===== config.mk =====
export PLATFORM = sky130hd
export DESIGN_NAME = ttcs_walk
export DESIGN_NICKNAME = d
export VERILOG_FILES = /design/src/design/ttcs_pkg.sv /design/src/design/ttcs_walk.sv
export SDC_FILE = /design/constraint.sdc
export NUM_CORES = 1
export LEC_CHECK = 0
export ABC_CLOCK_PERIOD_IN_PS = 1880
export BUFFER_PORTS_ARGS = -buffer_cell sky130_fd_sc_hd__buf_2
export CAP_MARGIN = 20
export CORE_UTILIZATION = 44
export CTS_BUF_LIST = sky130_fd_sc_hd__clkbuf_2 sky130_fd_sc_hd__clkbuf_4 sky130_fd_sc_hd__clkbuf_8
export DETAILED_ROUTE_END_ITERATION = 8
export GPL_ROUTABILITY_DRIVEN = 0
export PLACE_DENSITY = 0.88
export SLEW_MARGIN = 10
export SYNTH_ARGS = -nofsm -noshare
export SYNTH_HDL_FRONTEND = slang
export SYNTH_SLANG_ARGS = --single-unit

===== constraint.sdc =====
create_clock -name clk_i -period 1.88 [get_ports clk_i]
set_clock_uncertainty 0.2 [all_clocks]
set_input_delay 0 -clock clk_i [delete_from_list [all_inputs] [get_ports clk_i]]
set_output_delay 0 -clock clk_i [all_outputs]
set_load 0.05 [all_outputs]

===== src/design/ttcs_pkg.sv =====
// ----------------------------------------------------------------------------
// ttcs_pkg: shared types and constants for the text terminal
// Cell format, special character codes, operation codes and the control
// structs between the top level and the screen walk sequencer.
// ----------------------------------------------------------------------------
package ttcs_pkg;

  localparam int unsigned CELL_W    = 16;
  localparam int unsigned FUNC_W    = 2;
  localparam int unsigned CHAR_W    = 8;
  localparam int unsigned COLOR_W   = 8;
  localparam int unsigned IDX_W     = 11;
  localparam int unsigned ROW_OUT_W = 5;
  localparam int unsigned COL_OUT_W = 7;

  localparam logic [CHAR_W-1:0]  NEWLINE_CODE = 8'd10;
  localparam logic [CHAR_W-1:0]  BLANK_CODE   = 8'h20;
  localparam logic [COLOR_W-1:0] COLOR_RESET  = 8'd7;
  localparam logic [CELL_W-1:0]  RESET_CELL   = 16'h0720;

  localparam logic [FUNC_W-1:0] FUNC_PUT   = 2'd0;
  localparam logic [FUNC_W-1:0] FUNC_CLEAR = 2'd1;
  localparam logic [FUNC_W-1:0] FUNC_READ  = 2'd2;

  typedef struct packed {
    logic scroll;
    logic clear;
  } walk_cmd_t;

  typedef struct packed {
    logic busy;
    logic done;
  } walk_stat_t;

endpackage


===== src/design/ttcs_walk.sv =====
// ----------------------------------------------------------------------------
// ttcs_walk: screen walk sequencer
// Runs the power-up fill, the one-row scroll copy and the blank fills,
// one cell per cycle through the cell memory.
// ----------------------------------------------------------------------------
module ttcs_walk #(
  parameter int unsigned SCREEN_COLUMNS = 80,
  parameter int unsigned SCREEN_ROWS    = 25
) (
  input  logic                        clk_i,
  input  logic                        rst_ni,
  input  ttcs_pkg::walk_cmd_t         cmd_i,
  input  logic [ttcs_pkg::COLOR_W-1:0] color_i,
  input  logic [ttcs_pkg::CELL_W-1:0] rdata_i,
  output ttcs_pkg::walk_stat_t        stat_o,
  output logic                        we_o,
  output logic [$clog2(SCREEN_COLUMNS*SCREEN_ROWS)-1:0] waddr_o,
  output logic [ttcs_pkg::CELL_W-1:0] wdata_o,
  output logic                        re_o,
  output logic [$clog2(SCREEN_COLUMNS*SCREEN_ROWS)-1:0] raddr_o
);
  import ttcs_pkg::*;

  localparam int unsigned CELLS = SCREEN_COLUMNS * SCREEN_ROWS;
  localparam int unsigned AW    = $clog2(CELLS);
  localparam logic [AW-1:0] COLS_A     = AW'(SCREEN_COLUMNS);
  localparam logic [AW-1:0] LAST_CELL  = AW'(CELLS - 1);
  localparam logic [AW-1:0] LAST_COPY  = AW'(CELLS - SCREEN_COLUMNS - 1);
  localparam logic [AW-1:0] LAST_ROW_0 = AW'(CELLS - SCREEN_COLUMNS);

  localparam logic [2:0] W_INIT  = 3'd0;
  localparam logic [2:0] W_IDLE  = 3'd1;
  localparam logic [2:0] W_COPY  = 3'd2;
  localparam logic [2:0] W_DRAIN = 3'd3;
  localparam logic [2:0] W_FILL  = 3'd4;

  logic [2:0]    state_q, state_d;
  logic [AW-1:0] ptr_q, ptr_d;
  logic          cp_wr_q, cp_wr_d;
  logic [AW-1:0] cp_addr_q;

  always_comb begin
    state_d     = state_q;
    ptr_d       = ptr_q;
    cp_wr_d     = 1'b0;
    stat_o.busy = (state_q != W_IDLE);
    stat_o.done = 1'b0;
    we_o        = 1'b0;
    waddr_o     = ptr_q;
    wdata_o     = {color_i, BLANK_CODE};
    re_o        = 1'b0;
    raddr_o     = ptr_q + COLS_A;
    unique case (state_q)
      W_INIT: begin
        we_o    = 1'b1;
        wdata_o = RESET_CELL;
        ptr_d   = ptr_q + 1'b1;
        if (ptr_q == LAST_CELL) begin
          state_d = W_IDLE;
          ptr_d   = '0;
        end
      end
      W_IDLE: begin
        ptr_d = '0;
        if (cmd_i.scroll) begin
          state_d = W_COPY;
        end else if (cmd_i.clear) begin
          state_d = W_FILL;
        end
      end
      W_COPY: begin
        re_o    = 1'b1;
        cp_wr_d = 1'b1;
        we_o    = cp_wr_q;
        waddr_o = cp_addr_q;
        wdata_o = rdata_i;
        ptr_d   = ptr_q + 1'b1;
        if (ptr_q == LAST_COPY) begin
          state_d = W_DRAIN;
        end
      end
      W_DRAIN: begin
        we_o    = cp_wr_q;
        waddr_o = cp_addr_q;
        wdata_o = rdata_i;
        ptr_d   = LAST_ROW_0;
        state_d = W_FILL;
      end
      W_FILL: begin
        we_o  = 1'b1;
        ptr_d = ptr_q + 1'b1;
        if (ptr_q == LAST_CELL) begin
          stat_o.done = 1'b1;
          state_d     = W_IDLE;
          ptr_d       = '0;
        end
      end
      default: begin
        state_d = W_IDLE;
      end
    endcase
  end

  always_ff @(posedge clk_i or negedge rst_ni) begin
    if (!rst_ni) begin
      state_q <= W_INIT;
      ptr_q   <= '0;
      cp_wr_q <= 1'b0;
    end else begin
      state_q <= state_d;
      ptr_q   <= ptr_d;
      cp_wr_q <= cp_wr_d;
    end
  end

  always_ff @(posedge clk_i) begin
    cp_addr_q <= ptr_q;
  end

endmodule


# --- After elaboration in Yosys (flattened, before gate mapping) ---
# Index checks and enable logic that the tools add are counted.
word_totals:
  regBits: 26
  inputBits: 28
classes:
  add_sub_neg: 2
  n_eq_ne: 10
  muxes: 13
  n_reduce_logical: 5
op_table:
  columns: ["op", "count"]
  rows:
  - ["case mux 11 bit (4 select lines)", 1]
  - ["case mux 16 bit (2 select lines)", 1]
  - ["equality test 11 bit, second input constant", 2]
  - ["two-way mux 11 bit", 2]
  - ["two-way mux 3 bit", 4]
  - ["case mux 3 bit (4 select lines)", 1]
  - ["adder 11 x 1 -> 11 bit, second input constant", 1]
  - ["adder 11 x 7 -> 11 bit, second input constant", 1]
  - ["equality test 3 x 2 -> 1 bit, second input constant", 2]
  - ["nonzero test 4 bit", 1]
  - ["OR reduction 2 bit", 2]
  - ["equality test 3 x 1 -> 1 bit, second input constant", 1]
  - ["equality test 3 bit, second input constant", 1]
  - ["zero test 3 bit", 1]
  - ["two-way mux 1 bit", 3]
  - ["inequality test 3 x 1 -> 1 bit, second input constant", 1]
  - ["inequality test 3 bit, second input constant", 1]
  - ["AND reduction 3 bit", 1]
  - ["inequality test 2 x 1 -> 1 bit, second input constant", 1]
  - ["inequality test 2 bit, second input constant", 1]
  - ["case mux 1 bit (2 select lines)", 1]

# --- Longest topological paths before layout ---
# Gate-level depths: netlist (run 1).
logic_depth:
  depth_word: 4
  mapped_depth: 6

# --- Least setup slack after synthesis (run 1) ---
# Ideal clock, no wire load.
synth_timing:
  kind: "reg-to-output"
  start: "register state_q[1]"
  end: "output port waddr_o[5]"
  arrival_time_ps: 2071
  t_required_ps: 1680
  setup_slack_ps: -391
  path_stages_with_launch: 6
  n_path_buf: 3
  path_cell_list: "dfrtp_1 buf_2 nor2b_1 buf_2 buf_2 o21ai_0"
synth_between:
  elab_chain_len: 3
  elab_cells_between_ends: 4
  cone_classes: "eq/ne: 2; mux: 1; reduce/logical: 1"
synth_lines:
  columns: ["item", "line", "text"]
  rows:
  - ["start, declared", "ttcs_walk.sv:37", "logic [2:0] state_q, state_d;"]
  - ["start signal, assigned", "ttcs_walk.sv:110", "state_q <= state_d;"]
  - ["equality test 3 x 2 -> 1 bit", "ttcs_walk.sv:53", "unique case (state_q)"]
  - ["OR reduction 2 bit (no line) *", null, null]
  - ["two-way mux 11 bit *", "ttcs_walk.sv:53", null]
  - ["end, declared", "ttcs_walk.sv:17", "output logic [$clog2(SCREEN_COLUMNS*SCREEN_ROWS)-1:0] waddr_o,"]
# Every way passes the cells marked *; elsewhere a longest branch is shown, timed or not.

# --- Final worst setup path (run 1) ---
layout_timing:
  start: "register ptr_q[0]"
  end: "register ptr_q[5]"
layout_between:
  elab_chain_len: 3
  elab_cells_between_ends: 4
  cone_classes: "add/sub: 1; eq/ne: 1; mux: 2"
layout_lines:
  columns: ["item", "line", "text"]
  rows:
  - ["start, declared", "ttcs_walk.sv:38", "logic [AW-1:0] ptr_q, ptr_d;"]
  - ["start signal, assigned", "ttcs_walk.sv:111", "ptr_q <= ptr_d;"]
  - ["adder 11 x 1 -> 11 bit or equality test 11 bit (tied branches)", null, null]
  - ["two-way mux 11 bit", "ttcs_walk.sv:58, ttcs_walk.sv:92", null]
  - ["case mux 11 bit (4 select lines) *", "ttcs_walk.sv:53", null]
# Marked as above.
# A chain may end at the register's enable or synchronous reset.

==> results of run 1 <==
-- final timing paths --
kind                       startpoint            end
setup / recovery             ptr_q[0]       ptr_q[5]
hold / removal             color_i[3]    wdata_o[11]
setup reg to reg             ptr_q[0]       ptr_q[5]
hold reg to reg             ptr_q[10]  cp_addr_q[10]
max in group asynchronous      rst_ni       ptr_q[6]
min in group asynchronous      rst_ni      ptr_q[10]
-- cells by family (layout without fill, tap and decap cells) --
family / after synthesis / count (layout) / synth area share, %
buffers and inverters: 21 / 115 / 6.20
muxes: 1 / 1 / 0.697
adders and majority gates: 3 / 3 / 2.32
and+or+nand+nor: 96 / 96 / 31.8
AOI/OAI and AO/OA: 46 / 46 / 19.4
xor gates and xnor gates: 5 / 5 / 2.71
DFF: 26 / 26 / 36.9
-- synth_stat cells (4+ instances only) --
master / n
nand2b_1: 5
o21ai_0: 13
nor2b_1: 5
inv_1: 5
buf_4: 4
nor2_1: 8
buf_2: 5
dfrtp_1: 15
nand2_1: 41
xnor2_1: 4
dfxtp_1: 11
a22o_1: 5
and2_1: 10
nor3_1: 5
a21oi_1: 9
clkbuf_1: 7
-- stage by stage --
stage          util (%)  setup WS [ps]  hold slack (ps)  setup TNS, ps
2_1_floorplan         -           -125             -496           -198
3_3_place_gp       62.7            120             -276              0
6_report           71.6           2.56              184              0
3_5_place_dp       62.7           61.0             -273              0
4_1_cts            67.1          -11.6              180          -11.6
5_1_grt            71.6          -66.4              191           -205
-- power by group --
part           switching [mW]  internal (mW)
registers                   0          0.556
logic                  0.0168         0.0261
clock network           0.174          0.119
total                   0.190          0.701
-- flip-flops by register name, summed over array words and instances (netlist names) --
register and cells:
ptr_q 11, cp_addr_q 11, state_q 3, cp_wr_q 1
-- layer usage --
metal  share of wire, %  track usage, %  routed length, microns  up-vias
li1                   -               -                       -      877
met3                5.4            1.64                     290       18
met4                3.4            11.0                     180        0
met2                 52            44.7                    2800       85
met5                  0               0                       0        -
met1                 39            27.9                    2090      909
-- critical path, delay by kind of cell (launching register included) --
kind / cells / cell delay [ps]
flip-flops: 1 / 420
AND/OR/NAND/NOR: 3 / 930
AO/OA/AOI/OAI: 1 / 70
buffers and inverters: 1 / 170
-- cell type report --
class	count	area [sq um]	area share [%]
multi-input cells	151	1030	42.2
clock buffers	4	36.3	1.48
flip-flops and latches	26	603	24.6
inverters	5	22.5	0.920
repair buffers	106	696	28.4
well taps	46	57.6	2.35
-- what timing repair did --
item / CTS / global route
hold buffers: 4 / 0
pin swaps: 1 / 2
buffers inserted: 4 / 7
gates resized for setup: 19 / 33
endpoints found under the hold margin: 18 / 0
endpoints found under the setup margin: 33 / 35
==> flow_summary.yaml, run 1 <==
synthesis:
  synth_seq_area_share_pct: 36.9
  synth_edf_count: 0
  postSynth.asyncResetShare_pct: 57.7
  yosysTopAreaCellShare_pct: 23.2
  synth_cell_types: 46
  synth_top_area_cell: "dfrtp_1"
  synth_cells: 198
  avgSynthCellArea_sq_um: 8.16
  synth_seq_cells: 26
  netlist_top_cells_area: "dfrtp_1 23%, dfxtp_1 14%, nand2_1 9.5%"
  yosys_warnings: 0
  synth_fp_nets: 229
  syn_area_sq_um: 1620
  synthFlopType: "dfrtp_1"
cells_and_area:
  final_common_cell: "buf_2"
  n_fill_cell: 246
  final_cell_mix: "52 x buf_2, 41 x nand2_1, 37 x buf_4"
  stdcell_count: 338
  nets: 324
  diodes: 0
  drive_gt1_share_pct: 48.3
  syn_to_final_growth_pct: 51.5
  final_area_sq_um: 2450
floorplan:
  start_util_pct: 47.3
  io_pins: 70
  core_sq_um: 3420
  die_area_sq_um: 3920
  fp.dieW_microns: 62.6
  die_h_microns: 62.6
  num_rows: 21
power_and_ir_drop:
  cellLeakagePower_nw: 1.14
  power_uw: 891
  vdd_drop_max_v: 0.000227
  pwr_density_cell_nw_per_um2: 364
timing:
  slew_violations: 0
  hold_viol: 0
  fmax_mhz: 533
  period_needed_ps: 1880
  setup_viol: 0
  rsz0062_at_grt: "yes"
  slew_headroom_pct: 51.0
  worst_slew_pin_slew_ps: 732
  fin_crit_sh_pct: 99.9
placement:
  placed_area_sq_um: 2140
  portBuffers: 69
  dp.cells: 320
  dpl.hpwl_mm: 3.42
worst_setup_path:
  crit_arrival_ps: 1920
  rr_worst_depth: 5
  cp_slowest_cell: "or4b_4"
  worst_setup_path_start_kind: "register"
  cp-end-kind: "register"
  required_ps: 1930
  ff2ff_setup_slack_ps: 3
  criticalPathCategory: "register to register"
  crit_chain: "buf_4, and3_1, nand3_1, or4b_4, o311ai_4"
  slowest_delay_ps: 510
  path_max_fanout: 7
routing:
  ant_nets: 0
  drc: 0
  drtPass1Iterations: 5
  drt_iter0_drc: 134
  vias: 1889
  routed_wl_mm: 5.37
  wl_per_cell_microns: 15.9
  vias_per_cell: 5.59
grt:
  grt_use_total_pct: 24.1
  grt_max_degree: 16
  grt_overflow: 0
  antenna_found_initial: 0
  grt_pass1_wl_mm: 7.49
  grt_pass1_vias: 1657
clock_tree:
  clockRootBuffer: "clkbuf_4"
  cts_buffer_depth: 2
  htreeDepth: 1
  cts.sinks: 26
  clkLatencyLatePin_ps: 340
  numCtsBuffers: 3
  clkTransAtPathRegs_ps: 130
  cts_tree: "built"
worst_hold_path:
  holdPathStages: 3
  hold_class: "input pin to output port"
run:
  maxCapViolations: 0
outcome:
  status: "finished clean"
Power figures use the tool's default switching activity.
==> run 2: changes to the inputs <==
--- a/config.mk
+++ b/config.mk
@@ -5,6 +5,7 @@
 export SDC_FILE = /design/constraint.sdc
 export NUM_CORES = 1
 export LEC_CHECK = 0
+export ABC_AREA = 1
 export ABC_CLOCK_PERIOD_IN_PS = 1880
 export BUFFER_PORTS_ARGS = -buffer_cell sky130_fd_sc_hd__buf_2
 export CAP_MARGIN = 20
==> flow_summary.yaml, run 2 <==
cells_and_area:
  final_core_util_pct: 65.1
  final_area_sq_um: 2240
  syn_to_final_growth_pct: 36.6
  drive_gt1_share_pct: 41.6
  stdcell_count: 342
  n_fill_cell: 287
  diodes: 0
  final_common_cell: "buf_2"
  largestRegisters: "cp_addr_q x11, ptr_q x11, state_q x3"
  final_cell_mix: "62 x buf_2, 49 x nand2_1, 24 x inv_1"
  nets: 328
timing:
  fmax_mhz: 531
  setup_viol: 1
  slew_violations: 0
  hold_viol: 0
  worst_slew_pin_slew_ps: 708
  fin_crit_sh_pct: 100
  period_needed_ps: 1880
  worst_slack_ps: -3.69
  slew_headroom_pct: 52.6
  rsz0062_at_grt: "yes"
placement:
  placed_area_sq_um: 2040
  dp.cells: 329
  place_ws_ps: 170
  portBuffers: 69
  dpl.hpwl_mm: 3.16
routing:
  ant_nets: 0
  vias_per_cell: 4.84
  wl_per_cell_microns: 11.9
  vias: 1654
  drt_iter0_drc: 56
  drc: 0
  drtPass1Iterations: 4
  routed_wl_mm: 4.08
clock_tree:
  clkTransAtPathRegs_ps: 90
  cts_tree: "built"
  clockRootBuffer: "clkbuf_8"
  clkLatencyLatePin_ps: 270
  numCtsBuffers: 3
  cts.sinks: 26
  cts_buffer_depth: 2
  htreeDepth: 1
power_and_ir_drop:
  cellLeakagePower_nw: 1.14
  vdd_drop_max_v: 0.000310
  combPwrFrac_pct: 12.1
  pwr_density_cell_nw_per_um2: 518
  power.share.clock_pct: 40.1
  p_int_uw: 888
  p_sw_uw: 274
  pwr-share-seq_pct: 47.7
  p_sw_share_pct: 23.6
grt:
  antenna_found_initial: 0
  grt_max_degree: 28
  grt_pass1_wl_mm: 6.66
  grt_pass1_vias: 1539
  grt_overflow: 0
  grt_use_total_pct: 20.6
synthesis:
  synth_fp_nets: 250
  synth_cell_types: 28
  netlist_top_cells_area: "dfrtp_1 23%, dfxtp_1 13%, nand2_1 11%"
  synth_common_cells: "49 x nand2_1, 25 x inv_1, 22 x nor2_1, 15 x dfrtp_1"
  synth_seq_cells: 26
  synthFlopType: "dfrtp_1"
  yosysTopAreaCellShare_pct: 22.9
  synth_edf_count: 0
  yosys_warnings: 0
  synth_top_area_cell: "dfrtp_1"
  synth_most_common_cell: "nand2_1"
  avgSynthCellArea_sq_um: 7.50
  synth_cells: 219
  syn_area_sq_um: 1640
  postSynth.asyncResetShare_pct: 57.7
  synth_seq_area_share_pct: 36.3
worst_setup_path:
  criticalPathCategory: "register to output port"
  rr_worst_depth: 9
  required_ps: 1680
  crit_chain: "ha_2, nand3_4, inv_4, nand4_1, nor3_2, buf_6"
  setup.worst_path.start: "ptr_q[1]"
  cp_slowest_cell: "dfrtp_1"
  cp-end-kind: "output port"
  r2r-start: "ptr_q[4]"
  slowest_delay_ps: 420
  regToRegEndpoint: "ptr_q[6]"
  ff2ff_setup_slack_ps: 160
  path_max_fanout: 5
  worst_setup_path_start_kind: "register"
  crit_arrival_ps: 1680
worst_hold_path:
  hold_class: "input pin to output port"
  hold_end: "wdata_o[1]"
  worstHoldStart: "rdata_i[1]"
  holdPathStages: 4
run:
  maxCapViolations: 0
floorplan:
  fp.dieW_microns: 63.1
  io_pins: 70
  core_sq_um: 3440
  die_area_sq_um: 3980
  num_rows: 21
  die_h_microns: 63.1
  start_util_pct: 47.7
outcome:
  status: "finished, violations left"
  violations: "negative setup slack"
run 2: cells by family after synthesis:
logic type               count (synthesis)  synth area share [%]
flip-flops                              26                  36.3
XOR/XNOR                                 7                  3.73
AO/OA/AOI/OAI                           29                  10.7
AND/OR/NAND/NOR                        112                  35.5
buffers and inverters                   42                  11.5
adder cells (fa/ha/maj)                  3                  2.29
run 2: layer usage:
metal | track usage, % | routed length [microns] | vias to the layer above
li1 | - | - | 848
met4 | 5.81 | 48 | 0
met1 | 26.6 | 1830 | 757
met5 | 0 | 0 | -
met2 | 35.2 | 2050 | 43
met3 | 3.08 | 150 | 6
run 2: worst max path at each step:
stage,to,slack [ps],depth (start not counted)
after floorplan,waddr_o[1],-250,5
after global placement,ptr_q[9],230,11
after detailed placement,ptr_q[6],170,9
after CTS,stat_o[0],-30,6
after global routing,stat_o[0],-90,6
final,stat_o[0],-4,6
run 2: power groups by stage:
stage / Clock [mW] / Combinational (mW) / Sequential [mW]
2_1_floorplan: 0 / 0.0831 / 0.567
3_3_place_gp: 0 / 0.133 / 0.567
3_5_place_dp: 0 / 0.134 / 0.567
4_1_cts: 0.472 / 0.141 / 0.555
5_1_grt: 0.495 / 0.148 / 0.555
6_report: 0.467 / 0.141 / 0.555
run 2: repair_timing:
action	in CTS	in global routing
cloned	0	0
setup buffers	0	5
setup endpoints to repair	21	20
gates resized for setup	7	17
hold buffers	4	0
hold endpoints to repair	18	0
pin swaps	0	3
run 2: through the flow:
stage          hold WS (ps)  power [mW]  setup TNS [ps]
2_1_floorplan          -496       0.650           -2140
5_1_grt                 176        1.20           -93.6
3_5_place_dp           -269       0.701               0
4_1_cts                 166        1.17           -32.5
3_3_place_gp           -280       0.700               0
6_report                164        1.16           -3.69
run 2: critical path, delay by kind of cell (launching register included):
kind	cells	cell delay [ps]
buf+inv	2	280
flops	1	420
simple gates	3	480
fa+ha+maj	1	230
run 2: final cells by class:
type                            count  area, sq um  area share, %
Inverter                           33          140           6.25
Sequential cell                    26          602           26.8
Clock buffer                        3         41.3           1.84
Tap cell                           46         57.6           2.57
Clock inverter                      1         30.0           1.34
Timing Repair Buffer               82          474           21.1
Multi-Input combinational cell    151          897           40.0
